File: src/sv/ffbs_pkg.sv
// Shared types, constants and helpers for the first-fit block suballocator.
`default_nettype none
package ffbs_pkg;

  localparam int MAX_BLOCKS = 32;
  localparam int CNT_W = $clog2(MAX_BLOCKS + 1);

  localparam logic [31:0] POOL_RESET = 32'd65536;

  localparam logic [1:0] CMD_ALLOC = 2'd0;
  localparam logic [1:0] CMD_FREE = 2'd1;
  localparam logic [1:0] CMD_MERGE = 2'd2;
  localparam logic [1:0] CMD_NOP = 2'd3;

  localparam logic [2:0] ST_OK = 3'd0;
  localparam logic [2:0] ST_NOSPACE = 3'd1;
  localparam logic [2:0] ST_FULL = 3'd2;
  localparam logic [2:0] ST_BADH = 3'd3;
  localparam logic [2:0] ST_BADSIZE = 3'd4;

  localparam logic [1:0] OP_HOLD = 2'd0;
  localparam logic [1:0] OP_ROTATE = 2'd1;
  localparam logic [1:0] OP_PACK = 2'd2;
  localparam logic [1:0] OP_INIT = 2'd3;

  typedef struct packed {
    logic vld;
    logic free;
    logic [31:0] hnd;
    logic [31:0] off;
    logic [31:0] len;
  } entry_t;

  function automatic logic [31:0] next_h(input logic [31:0] h);
    logic [31:0] n;
    n = h + 32'd1;
    return (n == 32'd0) ? 32'd1 : n;
  endfunction

endpackage
`default_nettype wire

File: src/sv/ffbs_cell.sv
// One slot: holds an entry, shifts headward on rotate and on pack past a hole.
`default_nettype none
module ffbs_cell (
  input  wire logic              clk,
  input  wire logic              rst,
  input  wire logic [1:0]        op,
  input  wire ffbs_pkg::entry_t  init_ent,
  input  wire ffbs_pkg::entry_t  up_ent,
  input  wire logic              hole_in,
  output ffbs_pkg::entry_t       ent,
  output logic                   hole_out
);

  assign hole_out = hole_in | ~ent.vld;

  always_ff @(posedge clk) begin
    if (rst || op == ffbs_pkg::OP_INIT) begin
      ent <= init_ent;
    end else begin
      case (op)
        ffbs_pkg::OP_ROTATE: ent <= up_ent;
        ffbs_pkg::OP_PACK: begin
          if (hole_out) begin
            ent <= up_ent;
          end
        end
        default: ent <= ent;
      endcase
    end
  end

endmodule
`default_nettype wire

File: config.mk
export PLATFORM = sky130hd
export DESIGN_NAME = ffbs_cell
export DESIGN_NICKNAME = d
export VERILOG_FILES = /design/src/sv/ffbs_pkg.sv /design/src/sv/ffbs_cell.sv
export SDC_FILE = /design/constraint.sdc
export NUM_CORES = 1
export LEC_CHECK = 0
export BUFFER_PORTS_ARGS = -buffer_cell sky130_fd_sc_hd__buf_2
export CAP_MARGIN = 25
export CORE_AREA = 2 2 116 118
export DETAILED_ROUTE_END_ITERATION = 10
export DIE_AREA = 0 0 118 120
export PLACE_DENSITY_LB_ADDON = 0.25
export SLEW_MARGIN = 40
export SYNTH_ARGS = -nofsm -noshare
export SYNTH_HDL_FRONTEND = slang
export SYNTH_SLANG_ARGS = --single-unit
File: constraint.sdc
create_clock -name clk -period 2.6 [get_ports clk]
set_input_delay 0.26 -clock clk [delete_from_list [all_inputs] [get_ports clk]]
set_output_delay 0.26 -clock clk [all_outputs]
set_load 0.005 [all_outputs]
After elaboration in Yosys (flattened, before gate mapping)
Index checks and enable logic that the tools add are counted.
Word-level totals
  logic and storage cells: 17
  bits in registers: 98
Cells by class
  muxes and demuxes: 3
  eq/ne operators: 4
  reductions and logical operators: 3
  bitwise logic cells: 2
Operators with widths (count)
  $mux 98: 2
  $pmux 98 s2: 1
  $eq 2x2->1 const B: 2
  $ne 3x3->1 const B: 1
  $reduce_bool 3->1: 1
  $eq 2x1->1 const B: 1
  $reduce_and 2->1: 1
  $logic_or 1x1->1: 1
  $not 1->1: 1
  $or 1x1->1: 1

Longest topological paths before layout
  word-level depth: 5
  depth in mapped cells: 4

Worst setup path after synthesis
Ideal clock, no wire load.
  path type: reg2reg
  start: reg ent[97] (netlist name)
  end: reg ent[0] (netlist name) (enable)
  period minus slack after synthesis: 3.015 ns
  slack: -0.415 ns
  data arrival time: 2.559 ns
  cell stages (with the launch flop): 3
  library setup time: 0.456 ns
  cell sequence: edfxtp_1 nand2b_1 a211o_1
On the way
  longest elaborated chain between the ends: 4
RTL lines
  start, declared: line ffbs_cell.sv:10  | output ffbs_pkg::entry_t ent,
  start signal, assigned: line ffbs_cell.sv:18  | ent <= init_ent;
  start signal, assigned: line ffbs_cell.sv:21  | ffbs_pkg::OP_ROTATE: ent <= up_ent;
  start signal, assigned: line ffbs_cell.sv:24  | ent <= up_ent;
  $not 1->1: line ffbs_cell.sv:14  | assign hole_out = hole_in | ~ent.vld;
  $or 1x1->1: line ffbs_cell.sv:14
  named net hole_out: line ffbs_cell.sv:11  | output logic hole_out
  $ne 3x3->1 (no line)
  $reduce_and 2->1 (no line)
The timed path passes the listed nets, and every way through them passes these cells.
A chain may end at the register's enable or synchronous reset.

Final worst setup path
  start: reg ent[97] (netlist name)
  end: reg ent[94] (netlist name) (enable)
On the way
  longest elaborated chain between the ends: 4
RTL lines (line)
  $not 1->1: ffbs_cell.sv:14
  $or 1x1->1: ffbs_cell.sv:14
  $ne 3x3->1 (no line)
  $reduce_and 2->1 (no line)
No other way between the ends.

==> results.ini <==
[synthesis]
synth_nets=410
synth_xor_area_share_pct=0
yosys_warnings=0
yosys.area_share.adder_pct=0
synth_area_leaders=edfxtp_1, mux2_2, mux2_1, buf_2, buf_6
synthCells=209
postSynthAreaPerCell_um2=19.80
yosys.area_share.simple_pct=0.1511
ys_seq_elements=98
synth_area_mm2=0.004139
seq_area_frac_synth_pct=71.10
yosys.area.top_type=edfxtp_1
synth_top_family_by_area=multiplexers
netlist-cell-type-count=8
synthMuxAreaShare_pct=26.66
synth_top_cell_area_share_pct=71.10
synth_compound_area_share_pct=0.4232

[drt]
route.detailed.drc=0
routed_wl_um=10490
dr.pass1.iters=4
ant_nets=0
via_per_inst=4.432
drt_iter0_drc=79
vias=3067
routedWlPerCell_um=15.15

[placed_design]
gp_congestion=0.7312
portBuffers=299

[power]
peakVddDrop_v=0.0003365
p_per_area_mw_per_mm2=617.9
p_leak_nw=2.731

[cts]
hold_buffers=0
postCtsSetupBuffers=0
cts-htree-levels=3
clk_path_buf_depth=2
cts_sinks=98
clk_latency_ns=0.34
cts_made_buffers=9
clkSlewWorstSetupHoldPaths_ns=0.06
cts_resized=0
tritoncts=built
clock-root-buffer=clkbuf_16

[die]
core_area_mm2=0.01298
rows=42
chipHeight_um=120
die_w_um=118
start_util_pct=31.89
num_io_pins=300
dieArea_mm2=0.01416

[timing]
finalHoldViolCount=0
slew_headroom_pct=61.24
layout_min_cycle_time_ns=1.579
finalSetupViolCount=0
worst_pin_slew_ns=0.5814
finalSetupTns_ns=0
fmax_mhz=633.2
fin_worst_skew_ns=0.004385
slew_viol_final=0
timing.final.crit_share_pct=60.74
rsz0062_at_grt=false

[worst_hold_path]
hold_path_class=primary input to register
holdPathStages=2
worstHoldEndpoint=ent[81]
min-delay-start=init_ent[81]

[global_route]
grtUsageTotal_pct=14.23
grt_antenna_before_repair=0
grt_pass1_wl_um=15580
grt_max_degree=99
grt_overflow=0
grt_pass1_vias=3183

[job]
drv_cap=0

[worst_setup_path]
rr_worst_depth=3
critical-path-top-delay-family=flip-flops
end_kind=register
worstSetupPathType=register to register
worst_ep_required_time_ns=2.57
cp.arrival_ns=1.55
worstReg2RegEnd=ent[94]
reg2reg_from=ent[97]
crit_path_start_kind=register
crit_slowest_cell=edfxtp_1
crit_buf_inv=1
cpPeakStageDelay_ns=0.42
crit_chain=nand2b_1 -> a211o_4 -> buf_12
critPathMaxFanout=98
r2r_setup_slack_ns=1.02

[layout]
final_cell_mix=buf_2, edfxtp_1, mux2_2
largest_reg_flops=98
area_delta_synth_final_pct=47.91
largest_registers=ent (98)
final_util_pct=47.17
drive_above_1_share_pct=75.97
fin_nets=712
final_common_cell=buf_2
top_register=ent
n_antenna_cell=0

[run_status]
status=complete, no violations

report_power, final:
group          switching, W  total [W]  internal [W]  leakage (nW)
combinational      0.000224   0.000544      0.000321          1.58
clock              0.000537    0.00128      0.000739         0.136
sequential        0.0000388    0.00196       0.00192          1.01
final cells by class:
cell class | instances | area [um2]
fill | 1186 | 6858
tap | 176 | 220.2
sequential | 98 | 2943
timing repair buffer | 301 | 1536
clock buffer | 12 | 236.5
multi-input combinational | 101 | 1144
clock inverter | 4 | 42.54
worst max-delay path by stage:
stage | end | depth (start not counted) | startpoint | slack (ns)
after global placement | ent[13] | 4 | op[0] | 0.93
after global routing | ent[77] | 3 | ent[97] | 0.95
after floorplan | ent[0] | 2 | ent[97] | 0.51
after detailed placement | ent[54] | 4 | op[0] | 0.90
after CTS | ent[49] | 3 | ent[97] | 1.06
final | ent[94] | 3 | ent[97] | 1.02
metal layers:
metal	up-vias	GRT usage [%]	wire length (um)
li1	1436	-	-
met1	1443	14.55	3741
met2	165	26.38	5643
met3	23	4.087	804
met4	0	7.229	297
met5	-	0	0
worst register-to-register path: cells and delay by family, from the launching register on:
family,cells,cell delay [ns]
and+or+nand+nor,1,0.13
buffers and inverters,1,0.38
AOI/OAI and AO/OA,1,0.15
DFF,1,0.42
logic make-up after synthesis:
family	count (synthesis)
multiplexers	98
flip-flops	98
buffers and inverters	10
AO/OA/AOI/OAI	2
AND/OR/NAND/NOR	1
metrics by stage:
stage | instances | hold slack (ns) | cell area (um2) | total power [W] | setup slack (ns)
CTS | 692 | 0.1916 | 6122 | 0.003842 | 1.061
finish | 692 | 0.2065 | 6122 | 0.003783 | 1.021
global route | 692 | 0.1993 | 6122 | 0.003939 | 0.9512
global placement | 676 | 0.5415 | 5843 | 0.002534 | 0.9279
floorplan | 209 | 0.4609 | 4140 | 0.002212 | 0.5109
detailed placement | 676 | 0.5481 | 5843 | 0.002553 | 0.8978
synthesized netlist by cell type:
cell	count
mux2_1	20
buf_6	3
a211o_1	1
edfxtp_1	98
nand2b_1	1
a21oi_2	1
buf_2	7
mux2_2	78
Power figures use the tool's default switching activity.
