File: src/sv/ffbs_pkg.sv
// Shared types, constants and helpers for the first-fit block suballocator.
`default_nettype none
package ffbs_pkg;

  localparam int MAX_BLOCKS = 32;
  localparam int CNT_W = $clog2(MAX_BLOCKS + 1);

  localparam logic [31:0] POOL_RESET = 32'd65536;

  localparam logic [1:0] CMD_ALLOC = 2'd0;
  localparam logic [1:0] CMD_FREE = 2'd1;
  localparam logic [1:0] CMD_MERGE = 2'd2;
  localparam logic [1:0] CMD_NOP = 2'd3;

  localparam logic [2:0] ST_OK = 3'd0;
  localparam logic [2:0] ST_NOSPACE = 3'd1;
  localparam logic [2:0] ST_FULL = 3'd2;
  localparam logic [2:0] ST_BADH = 3'd3;
  localparam logic [2:0] ST_BADSIZE = 3'd4;

  localparam logic [1:0] OP_HOLD = 2'd0;
  localparam logic [1:0] OP_ROTATE = 2'd1;
  localparam logic [1:0] OP_PACK = 2'd2;
  localparam logic [1:0] OP_INIT = 2'd3;

  typedef struct packed {
    logic vld;
    logic free;
    logic [31:0] hnd;
    logic [31:0] off;
    logic [31:0] len;
  } entry_t;

  function automatic logic [31:0] next_h(input logic [31:0] h);
    logic [31:0] n;
    n = h + 32'd1;
    return (n == 32'd0) ? 32'd1 : n;
  endfunction

endpackage
`default_nettype wire

File: src/sv/ffbs_ctrl.sv
// Sequencer: walks the cell ring per request and holds the result register.
`default_nettype none
module ffbs_ctrl (
  input  wire logic              clk,
  input  wire logic              rst,
  input  wire logic              in_valid,
  output logic                   in_ready,
  input  wire logic [1:0]        cmd,
  input  wire logic [31:0]       req_size,
  input  wire logic [31:0]       handle_in,
  output logic                   out_valid,
  input  wire logic              out_ready,
  output logic [2:0]             status,
  output logic [31:0]            handle_out,
  output logic [31:0]            offset_out,
  output logic [31:0]            free_space_out,
  input  wire logic              cfg_valid,
  output logic                   cfg_ready,
  input  wire logic [31:0]       cfg_data,
  input  wire ffbs_pkg::entry_t  head,
  output ffbs_pkg::entry_t       tail,
  output ffbs_pkg::entry_t       init_ent,
  output logic [1:0]             cell_op
);

  localparam logic [2:0] S_IDLE = 3'd0;
  localparam logic [2:0] S_ALLOC = 3'd1;
  localparam logic [2:0] S_FREE = 3'd2;
  localparam logic [2:0] S_MERGE = 3'd3;
  localparam logic [2:0] S_PACK = 3'd4;
  localparam logic [2:0] S_DONE = 3'd5;

  localparam logic [ffbs_pkg::CNT_W-1:0] LAST =
    ffbs_pkg::CNT_W'(ffbs_pkg::MAX_BLOCKS - 1);
  localparam logic [ffbs_pkg::CNT_W-1:0] FULL =
    ffbs_pkg::CNT_W'(ffbs_pkg::MAX_BLOCKS);

  logic [2:0] state, state_next;
  logic [ffbs_pkg::CNT_W-1:0] cnt, cnt_next;
  logic [ffbs_pkg::CNT_W-1:0] count, count_next;
  logic [31:0] nh, nh_next;
  logic [31:0] fu, fu_next;
  logic found, found_next;
  logic delay, delay_next;
  ffbs_pkg::entry_t hold, hold_next;
  ffbs_pkg::entry_t pend, pend_next;
  logic [2:0] st, st_next;
  logic [31:0] ho, ho_next;
  logic [31:0] oo, oo_next;
  logic [31:0] size_r, size_r_next;
  logic [31:0] hin_r, hin_r_next;
  logic out_valid_next;
  logic in_fire, cfg_fire;
  logic [31:0] g, remh, nh1, nh2;
  ffbs_pkg::entry_t e;

  assign in_ready = (state == S_IDLE) && !cfg_valid;
  assign cfg_ready = (state == S_IDLE);
  assign in_fire = in_valid & in_ready;
  assign cfg_fire = cfg_valid & cfg_ready;

  always_comb begin
    init_ent = '0;
    init_ent.vld = 1'b1;
    init_ent.free = 1'b1;
    init_ent.len = rst ? ffbs_pkg::POOL_RESET : cfg_data;
  end

  always_comb begin
    e = head;
    nh1 = ffbs_pkg::next_h(nh);
    nh2 = ffbs_pkg::next_h(nh1);
    g = (e.hnd == 32'd0) ? nh : e.hnd;
    remh = (e.hnd == 32'd0) ? nh1 : nh;
    state_next = state;
    cnt_next = cnt;
    count_next = count;
    nh_next = nh;
    fu_next = fu;
    found_next = found;
    delay_next = delay;
    hold_next = hold;
    pend_next = pend;
    st_next = st;
    ho_next = ho;
    oo_next = oo;
    size_r_next = size_r;
    hin_r_next = hin_r;
    out_valid_next = out_valid;
    tail = '0;
    cell_op = ffbs_pkg::OP_HOLD;
    if (out_valid && out_ready) begin
      out_valid_next = 1'b0;
    end
    case (state)
      S_IDLE: begin
        if (cfg_fire) begin
          cell_op = ffbs_pkg::OP_INIT;
          count_next = ffbs_pkg::CNT_W'(1);
          nh_next = 32'd1;
          fu_next = cfg_data;
        end else if (in_fire) begin
          size_r_next = req_size;
          hin_r_next = handle_in;
          cnt_next = '0;
          found_next = 1'b0;
          delay_next = 1'b0;
          pend_next = '0;
          ho_next = '0;
          oo_next = '0;
          case (cmd)
            ffbs_pkg::CMD_ALLOC: begin
              if (req_size == 32'd0) begin
                st_next = ffbs_pkg::ST_BADSIZE;
                state_next = S_DONE;
              end else if (req_size > fu) begin
                st_next = ffbs_pkg::ST_NOSPACE;
                state_next = S_DONE;
              end else begin
                st_next = ffbs_pkg::ST_NOSPACE;
                state_next = S_ALLOC;
              end
            end
            ffbs_pkg::CMD_FREE: begin
              st_next = ffbs_pkg::ST_BADH;
              state_next = (handle_in == 32'd0) ? S_DONE : S_FREE;
            end
            ffbs_pkg::CMD_MERGE: begin
              st_next = ffbs_pkg::ST_OK;
              state_next = S_MERGE;
            end
            default: begin
              st_next = ffbs_pkg::ST_OK;
              state_next = S_DONE;
            end
          endcase
        end
      end
      S_ALLOC: begin
        cell_op = ffbs_pkg::OP_ROTATE;
        cnt_next = cnt + 1'b1;
        if (cnt == LAST) begin
          state_next = S_DONE;
        end
        tail = e;
        if (delay) begin
          tail = hold;
          hold_next = e;
        end else if (!found && e.vld && e.free && e.len >= size_r) begin
          found_next = 1'b1;
          if (e.len != size_r) begin
            if (count == FULL) begin
              st_next = ffbs_pkg::ST_FULL;
            end else begin
              tail.len = size_r;
              tail.free = 1'b0;
              tail.hnd = g;
              hold_next.vld = 1'b1;
              hold_next.free = 1'b1;
              hold_next.hnd = remh;
              hold_next.off = e.off + size_r;
              hold_next.len = e.len - size_r;
              nh_next = (e.hnd == 32'd0) ? nh2 : nh1;
              delay_next = 1'b1;
              count_next = count + 1'b1;
              fu_next = fu - size_r;
              st_next = ffbs_pkg::ST_OK;
              ho_next = g;
              oo_next = e.off;
            end
          end else begin
            tail.free = 1'b0;
            tail.hnd = g;
            nh_next = (e.hnd == 32'd0) ? nh1 : nh;
            fu_next = fu - size_r;
            st_next = ffbs_pkg::ST_OK;
            ho_next = g;
            oo_next = e.off;
          end
        end
      end
      S_FREE: begin
        cell_op = ffbs_pkg::OP_ROTATE;
        cnt_next = cnt + 1'b1;
        if (cnt == LAST) begin
          state_next = S_DONE;
        end
        tail = e;
        if (!found && e.vld && e.hnd == hin_r) begin
          found_next = 1'b1;
          if (!e.free) begin
            tail.free = 1'b1;
            fu_next = fu + e.len;
            st_next = ffbs_pkg::ST_OK;
          end
        end
      end
      S_MERGE: begin
        cell_op = ffbs_pkg::OP_ROTATE;
        cnt_next = cnt + 1'b1;
        if (cnt == FULL) begin
          tail = pend;
          cnt_next = '0;
          state_next = S_PACK;
        end else if (e.vld) begin
          if (pend.vld && pend.free && e.free) begin
            pend_next.len = pend.len + e.len;
            count_next = count - 1'b1;
          end else begin
            tail = pend;
            pend_next = e;
          end
        end
      end
      S_PACK: begin
        cell_op = ffbs_pkg::OP_PACK;
        cnt_next = cnt + 1'b1;
        if (cnt == LAST) begin
          state_next = S_DONE;
        end
      end
      S_DONE: begin
        if (!out_valid || out_ready) begin
          out_valid_next = 1'b1;
          state_next = S_IDLE;
        end
      end
      default: state_next = S_IDLE;
    endcase
  end

  always_ff @(posedge clk) begin
    if (rst) begin
      state <= S_IDLE;
      out_valid <= 1'b0;
      count <= ffbs_pkg::CNT_W'(1);
      nh <= 32'd1;
      fu <= ffbs_pkg::POOL_RESET;
    end else begin
      state <= state_next;
      out_valid <= out_valid_next;
      count <= count_next;
      nh <= nh_next;
      fu <= fu_next;
    end
  end

  always_ff @(posedge clk) begin
    cnt <= cnt_next;
    found <= found_next;
    delay <= delay_next;
    hold <= hold_next;
    pend <= pend_next;
    st <= st_next;
    ho <= ho_next;
    oo <= oo_next;
    size_r <= size_r_next;
    hin_r <= hin_r_next;
    if (state == S_DONE && (!out_valid || out_ready)) begin
      status <= st;
      handle_out <= ho;
      offset_out <= oo;
      free_space_out <= fu;
    end
  end

`ifndef NO_ASSERTIONS
  a_count_range: assert property (@(posedge clk) disable iff (rst)
    count != '0 && count <= FULL) else $error("entry count out of range");
  a_handle_nonzero: assert property (@(posedge clk) disable iff (rst)
    nh != 32'd0) else $error("next handle is zero");
  a_busy_after_accept: assert property (@(posedge clk) disable iff (rst)
    in_fire |=> !in_ready) else $error("ready right after accept");
`endif

endmodule
`default_nettype wire
File: config.mk
export PLATFORM = sky130hd
export DESIGN_NAME = ffbs_ctrl
export DESIGN_NICKNAME = d
export VERILOG_FILES = /design/src/sv/ffbs_pkg.sv /design/src/sv/ffbs_ctrl.sv
export SDC_FILE = /design/constraint.sdc
export NUM_CORES = 1
export LEC_CHECK = 0
export ABC_CLOCK_PERIOD_IN_PS = 9100
export BUFFER_PORTS_ARGS = -buffer_cell sky130_fd_sc_hd__buf_4
export CORE_MARGIN = 2
export CORE_UTILIZATION = 53
export DETAILED_ROUTE_END_ITERATION = 6
export PLACE_DENSITY_LB_ADDON = 0.2
export SLEW_MARGIN = 20
export SYNTH_ARGS = -nofsm -noshare
export SYNTH_HDL_FRONTEND = slang
export SYNTH_SLANG_ARGS = --single-unit
File: constraint.sdc
create_clock -name clk -period 9.1 [get_ports clk]
set_input_delay 1.365 -clock clk [delete_from_list [all_inputs] [get_ports clk]]
set_output_delay 1.365 -clock clk [all_outputs]
set_load 0.05 [all_outputs]
After elaboration in Yosys (flattened, before gate mapping)
Index checks and enable logic that the tools add are counted.
- $add $sub $neg: 10
- $mul: 0
- div/mod/pow operators: 0
- order comparisons: 2
- eq/ne operators: 30
- shift operators: 0
- mux-type cells: 108
- bitwise gates (word level): 3
- reductions and logical operators: 42
- operators by type and width (operator ; number):
    2-to-1 mux 32 bit ; 34
    2-to-1 mux 98 bit ; 11
    one-hot mux 98 bit (3 select lines) ; 1
    one-hot mux 98 bit (2 select lines) ; 1
    one-hot mux 32 bit (2 select lines) ; 3
    logical NOT 32 bit ; 5
    2-to-1 mux 33 bit ; 4
    adder 32 bit ; 3
    one-hot mux 32 bit (3 select lines) ; 1
    2-to-1 mux 6 bit ; 11
    2-to-1 mux 66 bit ; 1
    adder 32 x 1 -> 32 bit, second input constant ; 2
    subtractor 32 bit ; 2
    2-to-1 mux 3 bit ; 16
    one-hot mux 6 bit (3 select lines) ; 2
    equality test 32 bit ; 1
    >= comparator 32 bit ; 1
    > comparator 32 bit ; 1
    inequality test 32 bit ; 1
    inequality test 2 bit, second input constant ; 14
    one-hot mux 3 bit (3 select lines) ; 2
    AND reduction 6 bit ; 3
    AND reduction 5 bit ; 3
    2-to-1 mux 1 bit ; 14
    31 further kinds ; 58
- bits in registers: 508
- latch bits: 0
- memory bits (writable): 0
- ROM bits: 0
- bits of input ports: 201
- output and inout bits: 300
- logic and storage cells: 222
- memories kept: 0

Longest topological paths before layout
- depth in word-level cells: 12
- depth in mapped cells: 24
- depth with buffers taken out: 22

Least setup slack after synthesis
Ideal clock, no wire load.
- path kind: input port to flip-flop
- start point: input port head[0] (netlist name)
- end point: register hold[0] (netlist name) (enable)
- arrival: 8.135 ns
- data required time: 8.545 ns
- path slack: 0.409 ns
- stages on the path: 14
- cells stage by stage: inv_1 -> ha_1 -> fa_1 -> nor2b_1 -> o21ai_1 -> a21boi_1 -> o221ai_1 -> a211oi_1 -> a211o_1 -> nand2b_1 -> a2111oi_4 -> buf_2 -> nor2_1 -> nor2_1
- word-level cells in the longest chain between the ends: 4
- elaborated cells on any way between the ends: 6
- ends and longest elaborated chain (what ; line ; text):
    start: declaration ; ffbs_ctrl.sv:20 ; input wire ffbs_pkg::entry_t head,
    >= comparator 32 bit ; ffbs_ctrl.sv:149 ; end else if (!found && e.vld && e.free && e.len >= size_r) begin
    logical AND 1 bit ; ffbs_ctrl.sv:149 ;
    nonzero test 2 bit (no line) ; n/a ;
    AND reduction 4 bit (no line) * ; n/a ;
    end signal: assignment ; ffbs_ctrl.sv:252 ; hold <= hold_next;
    end: declaration ; ffbs_ctrl.sv:45 ; ffbs_pkg::entry_t hold, hold_next;
Every way passes the cells marked *; elsewhere a longest branch is shown, timed or not.
A chain may end at the register's enable or synchronous reset.

==> results.cfg <==
[clock_tree]
hold_buffers = 0
clockRootBuffer = clkbuf_16
clock_sinks = 508
clk_latency_ns = 0.63
cts_buffer_depth = 3
cts-resized-gates = 0
cts_max_level = 2
tritoncts = built
numCtsBuffers = 55
cts_setup_buffers = 0
clk_pin_slew_worst_paths_ns = 0.06

[run]
cap_violations = 0

[drt]
first_pass_iters = 7
final_antenna_net_count = 0
routedWlPerCell_um = 23.2
vias = 29400
drc = 30
viasPerCell = 6.17
drt_wl_total_mm = 111
drt_iter0_drc = 3624

[floorplanning]
die-area_um2 = 64900
core_area_um2 = 61900
die_w_um = 255
fp-row-count = 91
initial_core_util_pct = 53.8
die_h_um = 255
io_pins = 501

[power]
p_leak_nw = 15.4
p_per_area_nw_per_um2 = 272
ir_worst_vdd_mv = 0.221

[global_routing]
grtUsageMet3_pct = 7.87
grt_pass1_wl_mm = 164
met2_usage_pct = 47.2
track_usage_pct = 33.1
grt.busiest_layer = met1
grt_max_degree = 99
antenna_found_initial = 2
grt-ovfl-total = 0
use_met1_pct = 49.2
grt_pass1_vias = 26900

[sta]
drv_slew = 0
fmax_ghz = 0.142
finalSetupTns_ns = 0
rsz0062_at_grt = false
relSlewSlack_pct = 28.8
holdWs_ns = 0.417
tightest_slew_ns = 1.06
skew_ns = 0.0331
period_needed_ns = 7.05
hold_violations = 0
setup_viol = 0
finalCritPeriodShare_pct = 77.5

[logic_synthesis]
ys_ff_latch = 508
syn_area_um2 = 33300
yosysWarnings = 0
synthCells = 3558
yosys.area.top_type = edfxtp_1
synth_edf_count = 434
syn_area_per_cell_um2 = 9.37
ys_seq_area_share_pct = 43.5
synth_flop_cell = edfxtp_1
synth_area_leaders = edfxtp_1 (39%), ha_1 (6.2%), dfxtp_1 (4.4%)
synth_top_area_share_pct = 39.1
async_reset_ff_share_pct = 0
ys_types = 99

[worst_hold_path]
hp-start = ho[30]
hp-class = reg -> reg
holdPathStages = 0

[setup_path]
crit_path_start_kind = input port
cp-startpoint = head[0]
r2r_setup_slack_ns = 2.45
crit_path_end_kind = primary output
r2r_cells = 20
worstSetupPathType = in -> out
worstPathRequired_ns = 7.74
cp_max_fo = 24
rr_startpoint = nh[0]
arrival_ns = 5.68

[place]
routabilityCongestion = 0.984
numPlacedInstances = 4664
port_buffers = 434
dp_hpwl_mm = 80.5

[layout]
drive_gt1_share_pct = 16.0
syn2layout_area_growth_pct = 16.4
finalNonFillerCells = 4768
fillers = 5301
seq_area_um2 = 14500
mostFrequentLayoutCells = buf_4 (476), edfxtp_1 (434), nand2_1 (329)
utilization_pct = 62.7
final_common_cell = buf_4
nets = 4257
multi_input_area_um2 = 17300

[status]
outcome = finished with violations
failed_checks = DRC
==> registers in the layout, indices dropped and copies added, names as in the netlist, 6 cells and up <==
signal          cells
offset_out         32
hin_r              32
oo                 32
size_r             32
handle_out         32
pend               98
count               6
cnt                 6
hold               98
free_space_out     32
ho                 32
fu                 32
nh                 32
==> kinds of logic (layout without fill, tap and decap cells) <==
group           count (synthesis)  count (layout)  synth area share, %
mux                            47              47                 1.44
fa+ha+maj                     171             171                 6.53
xor+xnor                      230             230                 6.04
compound gates                964             964                 18.4
other cells                     2              67               0.0225
buf+inv                       423             731                 5.63
simple gates                 1213            1213                 18.4
flops                         508             508                 43.5
==> routing by layer <==
| metal | vias up | wire length (um) |
|---|---|---|
| li1 | 13600 | - |
| met1 | 13800 | 46700 |
| met2 | 1734 | 46500 |
| met3 | 198 | 13600 |
| met4 | 2 | 3720 |
| met5 | - | 11 |
==> final cells by class <==
cell class                      instances  share of cell area (%)
Multi-Input combinational cell       2691                    44.5
Sequential cell                       508                    37.4
Timing Repair Buffer                  477                    9.26
Clock buffer                           62                    3.61
Tap cell                              837                    2.70
Inverter                              152                    1.47
Clock inverter                         40                    1.07
Antenna cell                            1                 0.00645
==> critical path, stage by stage <==
cell and delay, ns:
buf_4 0.13, inv_1 0.05, ha_1 0.21, fa_1 0.41, nor2b_1 0.12, o21ai_1 0.09
a21boi_1 0.25, o221ai_1 0.28, a211oi_1 0.37, a211o_1 0.27, nand2b_1 0.15, a2111oi_4 0.64
buf_4 0.32, buf_4 0.40, mux2i_1 0.12, o21ai_0 0.23, buf_4 0.25
==> worst paths after layout <==
kind / to
setup / recovery: tail[1]
hold / removal: handle_out[30]
setup reg to reg: nh[0]
hold reg to reg: handle_out[30]
==> cell usage after synthesis (10+ instances only) <==
cell / number
a211oi_1: 27
nand2b_1: 36
dfxtp_1: 74
buf_2: 23
ha_1: 166
xor2_1: 105
buf_1: 17
a222oi_1: 69
nor2_1: 278
nand4_1: 60
o211ai_1: 12
a21o_1: 68
xnor2_1: 125
o21ai_0: 290
o21bai_1: 13
o31ai_1: 16
nor2b_1: 61
nand3b_1: 12
inv_1: 151
o21a_1: 23
and2_1: 92
nand2_1: 330
mux2i_1: 40
clkbuf_1: 162
a21oi_1: 279
or4_1: 10
a31oi_1: 19
nor3_1: 66
and3_1: 61
nand4b_1: 11
nand3_1: 65
nor4_1: 48
edfxtp_1: 434
or3_1: 24
a311oi_1: 15
buf_4: 69
a22oi_1: 37
==> stage by stage <==
step	total power, mW	area, um2	worst slack (ns)
floorplan	6.80	33600	0.409
global placement	8.17	37000	2.00
detailed placement	8.22	37000	1.88
CTS	10.5	38800	1.86
global route	11.1	38800	1.81
finish	10.6	38800	2.05
==> power by group <==
group          switching [mW]  internal (mW)  leakage, nW
clock network           0.992           1.31        0.881
registers               0.262           3.20         4.66
logic                    3.33           1.48         9.84
total                    4.58           5.99         15.4
(Power assumes the default switching activity.)
